## config.mk

```make
export PLATFORM = sky130hd
export DESIGN_NAME = aligned_read_filter_cigar_check_core
export DESIGN_NICKNAME = d
export VERILOG_FILES = /design/src/rtl/core/arfcc_pkg.sv /design/src/rtl/core/aligned_read_filter_cigar_check_core.sv /design/src/rtl/core/arfcc_front.sv /design/src/rtl/core/arfcc_queue.sv /design/src/rtl/core/arfcc_back.sv
export SDC_FILE = /design/constraint.sdc
export NUM_CORES = 1
export LEC_CHECK = 0
export ABC_AREA = 1
export BUFFER_PORTS_ARGS = -buffer_cell sky130_fd_sc_hd__buf_2
export CORE_MARGIN = 2
export CORE_UTILIZATION = 59
export DETAILED_ROUTE_END_ITERATION = 12
export PLACE_DENSITY = 0.8
export SLEW_MARGIN = 20
export SYNTH_ARGS = -nofsm -noshare
export SYNTH_HDL_FRONTEND = slang
export SYNTH_SLANG_ARGS = --single-unit
```

## constraint.sdc

```tcl
create_clock -name clk -period 7.8 [get_ports clk]
set_clock_uncertainty 0.15 [all_clocks]
set_input_delay 1.95 -clock clk [delete_from_list [all_inputs] [get_ports clk]]
set_output_delay 1.95 -clock clk [all_outputs]
set_load 0.02 [all_outputs]
```

## src/rtl/core/arfcc_pkg.sv

```systemverilog
package arfcc_pkg;

    localparam int CNT_W       = 9;
    localparam int TOT_W       = 32;
    localparam int OP_W        = 4;
    localparam int CFG_IDX_W   = 1;
    localparam int CFG_DATA_W  = 16;
    localparam int QUEUE_DEPTH = 2;

    localparam logic [OP_W-1:0] OP_M     = 4'd0;
    localparam logic [OP_W-1:0] OP_I     = 4'd1;
    localparam logic [OP_W-1:0] OP_D     = 4'd2;
    localparam logic [OP_W-1:0] OP_S     = 4'd4;
    localparam logic [OP_W-1:0] OP_LAST  = 4'd8;
    localparam logic [OP_W-1:0] OP_OTHER = 4'd9;
    localparam logic [OP_W-1:0] OP_START = 4'd15;

    typedef enum logic [CFG_IDX_W-1:0] {
        CFG_QUALITY_CUTOFF = 1'b0,
        CFG_EXCLUDE_MASK   = 1'b1
    } cfg_reg_e;

    typedef enum logic [1:0] {
        VERDICT_PASS     = 2'd0,
        VERDICT_EXCLUDED = 2'd1,
        VERDICT_LOW_QUAL = 2'd2
    } verdict_e;

    typedef struct packed {
        logic [15:0]     read_flag;
        logic [7:0]      map_quality;
        logic            has_op;
        logic [OP_W-1:0] op_code;
        logic            first_item;
        logic            last_item;
    } in_beat_t;

    typedef struct packed {
        logic             read_pass;
        logic [1:0]       fail_reason;
        logic [CNT_W-1:0] bad_deletions;
        logic [CNT_W-1:0] bad_insertions;
        logic [CNT_W-1:0] fixable_insertions;
        logic             no_match;
        logic [TOT_W-1:0] total_excluded;
        logic [TOT_W-1:0] total_low_quality;
        logic [TOT_W-1:0] total_unaligned;
        logic [TOT_W-1:0] total_bad_deletions;
        logic [TOT_W-1:0] total_bad_insertions;
        logic [TOT_W-1:0] total_fixable_insertions;
    } out_beat_t;

    typedef struct packed {
        logic            first;
        logic            last;
        verdict_e        verdict;
        logic            op_valid;
        logic [OP_W-1:0] op_code;
        logic            excl_inc;
        logic            lowq_inc;
    } op_token_t;

    typedef struct packed {
        logic is_match;
        logic bad_del;
        logic bad_ins;
        logic fix_ins;
    } judge_t;

    function automatic judge_t judge_op(
        input logic [OP_W-1:0] op,
        input logic [OP_W-1:0] prev,
        input logic            has_next,
        input logic [OP_W-1:0] nxt,
        input logic            next_last
    );
        judge_t j;
        logic   framed;
        j      = '0;
        framed = has_next && (nxt == OP_M);
        case (op)
            OP_M: j.is_match = 1'b1;
            OP_D: j.bad_del = (prev != OP_M) || !framed;
            OP_I:
            begin
                if (prev != OP_M)
                begin
                    if (prev != OP_START && prev != OP_S)
                        j.bad_ins = 1'b1;
                    else
                        j.fix_ins = 1'b1;
                end
                else if (!framed)
                begin
                    if (!has_next)
                        j.fix_ins = 1'b1;
                    else if (next_last && nxt == OP_S)
                        j.fix_ins = 1'b1;
                    else
                        j.bad_ins = 1'b1;
                end
            end
            default: ;
        endcase
        return j;
    endfunction

    function automatic logic [CNT_W-1:0] sat_add(
        input logic [CNT_W-1:0] cnt,
        input logic [1:0]       inc
    );
        logic [CNT_W:0] sum;
        sum = {1'b0, cnt} + {{(CNT_W-1){1'b0}}, inc};
        return sum[CNT_W] ? {CNT_W{1'b1}} : sum[CNT_W-1:0];
    endfunction

endpackage

```

## src/rtl/core/aligned_read_filter_cigar_check_core.sv

```systemverilog
// channel  | handshake            | payload
// ---------+----------------------+------------------------------------
// in       | in_valid / in_ready  | in_data   (in_beat_t), one op a beat
// out      | out_valid/ out_ready | out_data  (out_beat_t), one per read
// cfg      | cfg_valid/ cfg_ready | cfg_index, cfg_data; always ready
//
// One beat a cycle sustained unless out_ready stalls; a result is registered when its
// last beat is popped. The back end sets the rate, judging one queued op per cycle.
// in_ready drops only when the queue is full, i.e. when the result register
// is held by out_ready low, a further last beat waits behind it and one more
// beat is queued after that.
// Async active-low reset clears config, verdict, per-read state and totals.
module aligned_read_filter_cigar_check_core #(
    parameter int QUEUE_DEPTH = arfcc_pkg::QUEUE_DEPTH
) (
    input  logic                             clk,
    input  logic                             rst_n,
    input  logic                             in_valid,
    output logic                             in_ready,
    input  arfcc_pkg::in_beat_t              in_data,
    output logic                             out_valid,
    input  logic                             out_ready,
    output arfcc_pkg::out_beat_t             out_data,
    input  logic                             cfg_valid,
    output logic                             cfg_ready,
    input  logic [arfcc_pkg::CFG_IDX_W-1:0]  cfg_index,
    input  logic [arfcc_pkg::CFG_DATA_W-1:0] cfg_data
);
    import arfcc_pkg::*;

    op_token_t front_tok;
    op_token_t back_tok;
    logic      q_full;
    logic      q_empty;
    logic      q_pop;
    logic      in_accept;

    assign cfg_ready = 1'b1;
    assign in_ready  = !q_full;
    assign in_accept = in_valid && in_ready;

    arfcc_front u_front (
        .clk         (clk),
        .rst_n       (rst_n),
        .cfg_valid   (cfg_valid),
        .cfg_index   (cfg_index),
        .cfg_data    (cfg_data),
        .beat_accept (in_accept),
        .beat        (in_data),
        .tok         (front_tok)
    );

    arfcc_queue #(
        .DEPTH (QUEUE_DEPTH)
    ) u_queue (
        .clk      (clk),
        .rst_n    (rst_n),
        .push     (in_accept),
        .push_tok (front_tok),
        .full     (q_full),
        .pop      (q_pop),
        .pop_tok  (back_tok),
        .empty    (q_empty)
    );

    arfcc_back u_back (
        .clk       (clk),
        .rst_n     (rst_n),
        .empty     (q_empty),
        .tok       (back_tok),
        .pop       (q_pop),
        .out_valid (out_valid),
        .out_ready (out_ready),
        .out_data  (out_data)
    );

endmodule

```

## src/rtl/core/arfcc_front.sv

```systemverilog
module arfcc_front (
    input  logic                             clk,
    input  logic                             rst_n,
    input  logic                             cfg_valid,
    input  logic [arfcc_pkg::CFG_IDX_W-1:0]  cfg_index,
    input  logic [arfcc_pkg::CFG_DATA_W-1:0] cfg_data,
    input  logic                             beat_accept,
    input  arfcc_pkg::in_beat_t              beat,
    output arfcc_pkg::op_token_t             tok
);
    import arfcc_pkg::*;

    logic [CNT_W-1:0] quality_cutoff_reg;
    logic [15:0]      exclude_mask_reg;
    verdict_e         verdict_reg;
    verdict_e         verdict_new;
    logic             excl_hit;
    logic             lowq_hit;
    logic [OP_W-1:0]  code_norm;

    always_ff @(posedge clk or negedge rst_n)
    begin
        if (!rst_n)
        begin
            quality_cutoff_reg <= '0;
            exclude_mask_reg   <= '0;
        end
        else if (cfg_valid)
        begin
            case (cfg_reg_e'(cfg_index))
                CFG_QUALITY_CUTOFF: quality_cutoff_reg <= cfg_data[CNT_W-1:0];
                CFG_EXCLUDE_MASK:   exclude_mask_reg   <= cfg_data;
                default: ;
            endcase
        end
    end

    always_comb
    begin
        excl_hit  = (beat.read_flag & exclude_mask_reg) != 16'd0;
        lowq_hit  = {1'b0, beat.map_quality} < quality_cutoff_reg;
        code_norm = (beat.op_code > OP_LAST) ? OP_OTHER : beat.op_code;
        if (excl_hit)
            verdict_new = VERDICT_EXCLUDED;
        else if (lowq_hit)
            verdict_new = VERDICT_LOW_QUAL;
        else
            verdict_new = VERDICT_PASS;

        tok.first    = beat.first_item;
        tok.last     = beat.last_item;
        tok.verdict  = beat.first_item ? verdict_new : verdict_reg;
        tok.op_valid = (tok.verdict == VERDICT_PASS) && beat.has_op;
        tok.op_code  = code_norm;
        tok.excl_inc = beat.first_item && excl_hit;
        tok.lowq_inc = beat.first_item && !excl_hit && lowq_hit;
    end

    always_ff @(posedge clk or negedge rst_n)
    begin
        if (!rst_n)
            verdict_reg <= VERDICT_PASS;
        else if (beat_accept && beat.first_item)
            verdict_reg <= verdict_new;
    end

endmodule

```

## src/rtl/core/arfcc_queue.sv

```systemverilog
module arfcc_queue #(
    parameter int DEPTH = arfcc_pkg::QUEUE_DEPTH
) (
    input  logic                 clk,
    input  logic                 rst_n,
    input  logic                 push,
    input  arfcc_pkg::op_token_t push_tok,
    output logic                 full,
    input  logic                 pop,
    output arfcc_pkg::op_token_t pop_tok,
    output logic                 empty
);
    import arfcc_pkg::*;

    localparam int PTR_W   = (DEPTH > 1) ? $clog2(DEPTH) : 1;
    localparam int COUNT_W = $clog2(DEPTH + 1);

    op_token_t          slot_reg [DEPTH];
    logic [PTR_W-1:0]   wr_ptr_reg;
    logic [PTR_W-1:0]   rd_ptr_reg;
    logic [COUNT_W-1:0] count_reg;

    function automatic logic [PTR_W-1:0] ptr_inc(input logic [PTR_W-1:0] p);
        return (p == PTR_W'(DEPTH - 1)) ? '0 : p + PTR_W'(1);
    endfunction

    assign full    = count_reg == COUNT_W'(DEPTH);
    assign empty   = count_reg == '0;
    assign pop_tok = slot_reg[rd_ptr_reg];

    always_ff @(posedge clk)
    begin
        if (push)
            slot_reg[wr_ptr_reg] <= push_tok;
    end

    always_ff @(posedge clk or negedge rst_n)
    begin
        if (!rst_n)
        begin
            wr_ptr_reg <= '0;
            rd_ptr_reg <= '0;
            count_reg  <= '0;
        end
        else
        begin
            if (push)
                wr_ptr_reg <= ptr_inc(wr_ptr_reg);
            if (pop)
                rd_ptr_reg <= ptr_inc(rd_ptr_reg);
            case ({push, pop})
                2'b10:   count_reg <= count_reg + COUNT_W'(1);
                2'b01:   count_reg <= count_reg - COUNT_W'(1);
                default: ;
            endcase
        end
    end

endmodule

```

## src/rtl/core/arfcc_back.sv

```systemverilog
module arfcc_back (
    input  logic                 clk,
    input  logic                 rst_n,
    input  logic                 empty,
    input  arfcc_pkg::op_token_t tok,
    output logic                 pop,
    output logic                 out_valid,
    input  logic                 out_ready,
    output arfcc_pkg::out_beat_t out_data
);
    import arfcc_pkg::*;

    logic [OP_W-1:0]  held_op_reg,  held_op_next;
    logic             held_valid_reg, held_valid_next;
    logic [OP_W-1:0]  prior_op_reg, prior_op_next;
    logic             match_seen_reg, match_seen_next;
    logic [CNT_W-1:0] del_cnt_reg, del_cnt_next;
    logic [CNT_W-1:0] ins_cnt_reg, ins_cnt_next;
    logic [CNT_W-1:0] fix_cnt_reg, fix_cnt_next;
    logic [TOT_W-1:0] tot_excl_reg, tot_excl_next;
    logic [TOT_W-1:0] tot_lowq_reg, tot_lowq_next;
    logic [TOT_W-1:0] tot_unal_reg, tot_unal_next;
    logic [TOT_W-1:0] tot_del_reg, tot_del_next;
    logic [TOT_W-1:0] tot_ins_reg, tot_ins_next;
    logic [TOT_W-1:0] tot_fix_reg, tot_fix_next;
    logic             out_valid_reg;
    out_beat_t        out_data_reg, out_data_next;

    logic [OP_W-1:0]  held0, prior0, held1, prior1, prior2;
    logic             hv0, hv1, match0, match1, match2;
    logic [CNT_W-1:0] del0, ins0, fix0;
    logic             use1, use2, passing, nomatch;
    judge_t           j1, j2;
    logic [1:0]       inc_del, inc_ins, inc_fix;

    assign pop       = !empty && (!tok.last || !out_valid_reg || out_ready);
    assign out_valid = out_valid_reg;
    assign out_data  = out_data_reg;

    always_comb
    begin
        passing = tok.verdict == VERDICT_PASS;
        hv0     = tok.first ? 1'b0 : held_valid_reg;
        held0   = tok.first ? '0 : held_op_reg;
        prior0  = tok.first ? OP_START : prior_op_reg;
        match0  = tok.first ? 1'b0 : match_seen_reg;
        del0    = tok.first ? '0 : del_cnt_reg;
        ins0    = tok.first ? '0 : ins_cnt_reg;
        fix0    = tok.first ? '0 : fix_cnt_reg;

        // look-ahead judgement of the held op against the incoming one
        use1   = tok.op_valid && hv0;
        j1     = judge_op(held0, prior0, 1'b1, tok.op_code, tok.last);
        prior1 = use1 ? held0 : prior0;
        match1 = match0 | (use1 & j1.is_match);
        held1  = tok.op_valid ? tok.op_code : held0;
        hv1    = tok.op_valid | hv0;

        // end of read: held op has no successor
        use2   = tok.last && passing && hv1;
        j2     = judge_op(held1, prior1, 1'b0, OP_M, 1'b0);
        prior2 = use2 ? held1 : prior1;
        match2 = match1 | (use2 & j2.is_match);

        inc_del = {1'b0, use1 & j1.bad_del} + {1'b0, use2 & j2.bad_del};
        inc_ins = {1'b0, use1 & j1.bad_ins} + {1'b0, use2 & j2.bad_ins};
        inc_fix = {1'b0, use1 & j1.fix_ins} + {1'b0, use2 & j2.fix_ins};
        nomatch = tok.last && passing && (prior2 != OP_START) && !match2;

        del_cnt_next  = sat_add(del0, inc_del);
        ins_cnt_next  = sat_add(ins0, inc_ins);
        fix_cnt_next  = sat_add(fix0, inc_fix);
        tot_excl_next = tot_excl_reg + TOT_W'(tok.excl_inc);
        tot_lowq_next = tot_lowq_reg + TOT_W'(tok.lowq_inc);
        tot_unal_next = tot_unal_reg + TOT_W'(nomatch);
        tot_del_next  = tot_del_reg + TOT_W'(inc_del);
        tot_ins_next  = tot_ins_reg + TOT_W'(inc_ins);
        tot_fix_next  = tot_fix_reg + TOT_W'(inc_fix);

        out_data_next.read_pass                = passing;
        out_data_next.fail_reason              = tok.verdict;
        out_data_next.bad_deletions            = del_cnt_next;
        out_data_next.bad_insertions           = ins_cnt_next;
        out_data_next.fixable_insertions       = fix_cnt_next;
        out_data_next.no_match                 = nomatch;
        out_data_next.total_excluded           = tot_excl_next;
        out_data_next.total_low_quality        = tot_lowq_next;
        out_data_next.total_unaligned          = tot_unal_next;
        out_data_next.total_bad_deletions      = tot_del_next;
        out_data_next.total_bad_insertions     = tot_ins_next;
        out_data_next.total_fixable_insertions = tot_fix_next;

        if (tok.last)
        begin
            held_op_next    = '0;
            held_valid_next = 1'b0;
            prior_op_next   = OP_START;
            match_seen_next = 1'b0;
        end
        else
        begin
            held_op_next    = held1;
            held_valid_next = hv1;
            prior_op_next   = prior2;
            match_seen_next = match2;
        end
    end

    always_ff @(posedge clk or negedge rst_n)
    begin
        if (!rst_n)
        begin
            held_op_reg    <= '0;
            held_valid_reg <= 1'b0;
            prior_op_reg   <= OP_START;
            match_seen_reg <= 1'b0;
            del_cnt_reg    <= '0;
            ins_cnt_reg    <= '0;
            fix_cnt_reg    <= '0;
            tot_excl_reg   <= '0;
            tot_lowq_reg   <= '0;
            tot_unal_reg   <= '0;
            tot_del_reg    <= '0;
            tot_ins_reg    <= '0;
            tot_fix_reg    <= '0;
        end
        else if (pop)
        begin
            held_op_reg    <= held_op_next;
            held_valid_reg <= held_valid_next;
            prior_op_reg   <= prior_op_next;
            match_seen_reg <= match_seen_next;
            del_cnt_reg    <= tok.last ? '0 : del_cnt_next;
            ins_cnt_reg    <= tok.last ? '0 : ins_cnt_next;
            fix_cnt_reg    <= tok.last ? '0 : fix_cnt_next;
            tot_excl_reg   <= tot_excl_next;
            tot_lowq_reg   <= tot_lowq_next;
            tot_unal_reg   <= tot_unal_next;
            tot_del_reg    <= tot_del_next;
            tot_ins_reg    <= tot_ins_next;
            tot_fix_reg    <= tot_fix_next;
        end
    end

    always_ff @(posedge clk or negedge rst_n)
    begin
        if (!rst_n)
            out_valid_reg <= 1'b0;
        else if (pop && tok.last)
            out_valid_reg <= 1'b1;
        else if (out_ready)
            out_valid_reg <= 1'b0;
    end

    always_ff @(posedge clk)
    begin
        if (pop && tok.last)
            out_data_reg <= out_data_next;
    end

endmodule

```

---- After elaboration in Yosys (flattened, before gate mapping) ----
Memory sizes are Yosys's and may differ from the RTL's.
Cells that the tools add are included.
word-level totals
  register bits ........................... 484
  memory bits (writable) .................. 22
  input port bits ......................... 53
  output and inout port bits .............. 226
  logic and storage cells ................. 162
  memories ................................ 1
memory list
  memory            words  bits a word  rd ports  clocked after memory_dff  wr ports  line               text
  u_queue.slot_reg  2      11           1         0                         1         arfcc_queue.sv:18  op_token_t slot_reg [DEPTH];
operators by class
  $add $sub $neg .......................... 16
  $lt $le $gt $ge ......................... 2
  equal/unequal tests ..................... 13
  mux-type cells .......................... 46
  bitwise operators ....................... 13
  reduce and logical (&&, ||, !) cells .... 39
operator list
  kind                count
  $add 32x1->32       3
  $add 32x2->32       3
  $mux 9              9
  $mux 4              8
  $add 9x2->10        3
  $mux 1              20
  $and 16x16->16      1
  $logic_and 1x1->1   16
  $mux 2              8
  $reduce_bool 16->1  1
  $logic_not 4->1     3
  $ne 4x4->1 const B  3
  $lt 8x9->1          1
  $and 1x1->1         8
  $eq 4x1->1 const B  2
  $eq 4x2->1 const B  2
  $ne 4x3->1 const B  2
  $reduce_bool 4->1   2
  $logic_not 1->1     7
  $add 1x1->2         3
  $logic_not 2->1     3
  $eq 2x2->1 const B  2
  $eq 4x3->1 const B  1
  $gt 4x4->1 const B  1
  10 further kinds    17

---- Depth between registers and ports, before layout ----
An unclocked memory read counts as a cell.
  word-level depth ........................ 14
  mapped depth ............................ 26

---- Modules after synthesis ----
A second synthesis with hierarchy kept.
unflattened totals
  cells, all modules ...................... 2424
  area, all modules ....................... 23389.9 um^2
modules (own cells, without submodules)
  module                                times used  cells each  area an instance (um^2)  sequential area each (um^2)
  arfcc_back                            1           2154        20865.0                  12456.9
  arfcc_front                           1           184         1461.4                   675.6
  arfcc_queue                           1           81          1038.5                   760.7
  aligned_read_filter_cigar_check_core  1           5           25.0                     0.0

---- Least setup slack after synthesis ----
Ideal clock, no wire load.
  path kind ............................... input to register
  from .................................... in out_ready
  to ...................................... reg u_back.out_data_reg, in the netlist u_back.out_data[0], enable pin
  library setup time ...................... 0.575 ns
  data arrival time ....................... 6.836 ns
  required time ........................... 7.075 ns
  slack ................................... 0.239 ns
  stages .................................. 7
  cells stage by stage .................... nor2_1 -> nand2_1 -> nand2_2 -> inv_4 -> buf_2 -> nand2_1 -> inv_1
on the way
  cells in the longest elaborated chain, start to end .. 3
ends and longest elaborated chain
  what                  line                                        text
  from (decl)           aligned_read_filter_cigar_check_core.sv:22  input logic out_ready,
  $logic_or 1x1->1      arfcc_back.sv:36                            assign pop = !empty && (!tok.last || !out_valid_reg || out_ready);
  $logic_and 1x1->1     arfcc_back.sv:36
  $logic_and 1x1->1     arfcc_back.sv:157                           if (pop && tok.last)
  to (signal assigned)  arfcc_back.sv:158                           out_data_reg <= out_data_next;
  to (decl)             arfcc_back.sv:27                            out_beat_t out_data_reg, out_data_next;
Every way passes these cells.
A chain may end at the register's enable or synchronous reset.

---- Worst setup path in the final report ----
  from .................................... in out_ready
  to ...................................... reg u_back.out_data_reg, in the netlist u_back.out_data[125], enable pin
Same word-level chain as after synthesis.

==> qor.yml <==
multi_input_area_um2: 9110
clock_sinks: 506
syn_nets: 2770
die-area_um2: 42700
powerDensity_nw_per_um2: 345
drive_gt1_frac: 0.150
slowest_delay_ns: 0.92
die_h_um: 207
synth_top_area_share: 0.304
placed_cells: 3440
drt_iter0_drc: 1378
peakVddDrop_uv: 453
setup-tns-final_ns: 0
ant_nets: 0
synthArstFlopShare: 0.516
grt_overflow: 0
drt-total-wl_um: 58500
grt_max_degree: 170
worstPathCellList: "buf_2, nor2_1, nand2_1, nand2_4, inv_8, nand2_1, inv_8, buf_4"
gp_congestion: 0.944
outcome: "finished, final reports clean"
cts_buffers: 53
vias: 19000
post_layout_nonfiller_instances: 3541
final_area_um2: 27800
final-hold-violation-count: 0
critPathMaxFanout: 169
drv_slew: 0
seq_area_frac_synth: 0.574
largest_reg_flops: 223
n_fill_cell: 3134
yosys_warnings: 0
htree_levels: 2
ys_types: 49
avgSynthCellArea_um2: 9.02
clockRootBuffer: "clkbuf_16"
arrival_ns: 5.48
holdBufCountCts: 0
tightest_slew_ns: 1.02
relSlewSlack: 0.320
io_buffers: 277
viasPerCell: 5.36
grt_first_pass_wirelength_um: 93500
clk_pin_slew_ns: 0.06
synth_area_leaders: "edfxtp_1 30%, dfrtp_1 27%, nand2_1 16%"
timing.final.crit_share: 0.691
yosysTopAreaCell: "edfxtp_1"
seqCellArea_um2: 13900
placed_cell_area_um2: 26000
cp-start-kind: "input port"
critPathSlowestCell: "inv_8"
rsz0062_at_grt: "no"
drc: 0
ys.flop_type: "dfrtp_1"
antenna_cells: 0
floorplan.rows: 74
grt_antenna_before_repair: 0
clockBufferDepth: 3
worst-path-buf-inv: 4
drt-wirelength-per-cell_um: 16.5
tritoncts: "done"
dp_hpwl_um: 41300
fin_ws_ns: 2.41
coreArea_um2: 40600
post-place-ws_ns: 1.80
final_cell_mix: "1,018 x nand2_1, 276 x buf_2, 257 x dfrtp_1"
hold_path.class: "reg2reg"
period_minus_slack_ns: 5.39
synthCells: 2682
grt_util_all_layers: 0.278
clkLatencyLatePin_ns: 0.59
final_common_cell: "nand2_1"
die_w_um: 207
layout.nets: 3052
required_ns: 7.89
grt_pass1_vias: 18600
leakage_nw: 12.7
synth_seq_cells: 506
cts_setup_buffers: 0
crit_path_end_kind: "flip-flop"
setup_violations: 0
drtPass1Iterations: 5
syn_area_um2: 24200
maxCapViolations: 0
ctsResizeCount: 0
total_power_w: 0.00960
area_growth_pct: 15.0
ios: 279
crit_type: "in2reg"
fmax_mhz: 185
synth_edf_count: 245
start_util: 0.595
crit_family: "buffers and inverters"
-- area by class of cell --
class                           count  share of cell area
Clock buffer                       70              0.0529
Timing Repair Buffer              286              0.0534
Multi-Input combinational cell   1875               0.327
Inverter                          242              0.0332
Sequential cell                   506               0.499
Tap cell                          532              0.0239
Clock inverter                     30              0.0105
-- per-layer routing --
| metal | vias to the layer above | GRT usage | wire (µm) |
|---|---|---|---|
| li1 | 9148 | - | - |
| met1 | 9104 | 0.370 | 24600 |
| met2 | 606 | 0.459 | 28100 |
| met3 | 119 | 0.0465 | 3680 |
| met4 | 0 | 0.108 | 2090 |
| met5 | - | 0 | 0 |
-- per-stage QoR --
stage          utilization  hold WS (ns)
6_report             0.685         0.331
5_1_grt              0.685         0.365
4_1_cts              0.684         0.336
3_5_place_dp         0.641         0.321
3_3_place_gp         0.641         0.313
2_1_floorplan            -         0.299
-- synthesized netlist by cell type, types with 2 or more instances --
cell      number
nand4_1       38
o21bai_1       5
nor2_2        17
o21ai_0      104
nand2_1     1018
inv_1        239
nand3b_1      14
buf_6          3
nor3_1        73
edfxtp_1     245
nand4_2        3
dfstp_2        4
mux2_2         7
nor2_4         5
xnor2_1       37
a21oi_1       17
nand3_2       14
nand2_2       17
and2_1         9
nor2_1       224
buf_2         31
a21o_1         2
o21ai_2        2
or2_1          3
nand2_4        4
clkbuf_1      22
buf_4          2
xor2_1       116
fa_1           6
or2_2          4
o21ai_1       26
nand3_1       69
ha_1          29
dfrtp_1      257
o31ai_1        2
-- worst paths after layout --
check                                         from                 endpoint  slack [ns]  depth (start not counted)
max                                      out_ready     u_back.out_data[125]        2.41                          8
max reg2reg                     u_queue.rd_ptr_reg     u_back.out_data[125]        2.79                          9
min                        u_back.tot_excl_reg[27]  u_back.tot_excl_reg[27]        0.33                          2
max in group asynchronous                    rst_n  u_back.tot_excl_reg[28]        4.96                          2
min in group asynchronous                    rst_n  u_back.tot_unal_reg[22]        1.24                          1
min reg2reg                u_back.tot_excl_reg[27]  u_back.tot_excl_reg[27]        0.33                          2
-- power by group --
| part | internal (W) | total, W | switching, W | leakage, nW |
|---|---|---|---|---|
| sequential | 0.00378 | 0.00416 | 0.000381 | 5.91 |
| combinational | 0.000670 | 0.00290 | 0.00223 | 5.95 |
| clock | 0.00150 | 0.00255 | 0.00105 | 0.848 |
| total | 0.00594 | 0.00960 | 0.00366 | 12.7 |
-- worst min-delay path: cells and delay by family, from the launching register on --
kind,cells,cell delay [ns]
flip-flops,1,0.34
AND/OR/NAND/NOR,2,0.11
-- cell families (layout without fill, tap and decap cells) --
| family | after synthesis | in the layout | share of synthesized area |
|---|---|---|---|
| AO/OA/AOI/OAI | 161 | 161 | 0.0348 |
| XOR/XNOR | 153 | 153 | 0.0554 |
| adder cells (fa/ha/maj) | 35 | 35 | 0.0200 |
| buffers and inverters | 301 | 628 | 0.0501 |
| flip-flops | 506 | 506 | 0.574 |
| multiplexers | 7 | 7 | 0.00326 |
| other | 1 | 1 | 0.000155 |
| AND/OR/NAND/NOR | 1518 | 1518 | 0.262 |
(Power assumes the default switching activity.)
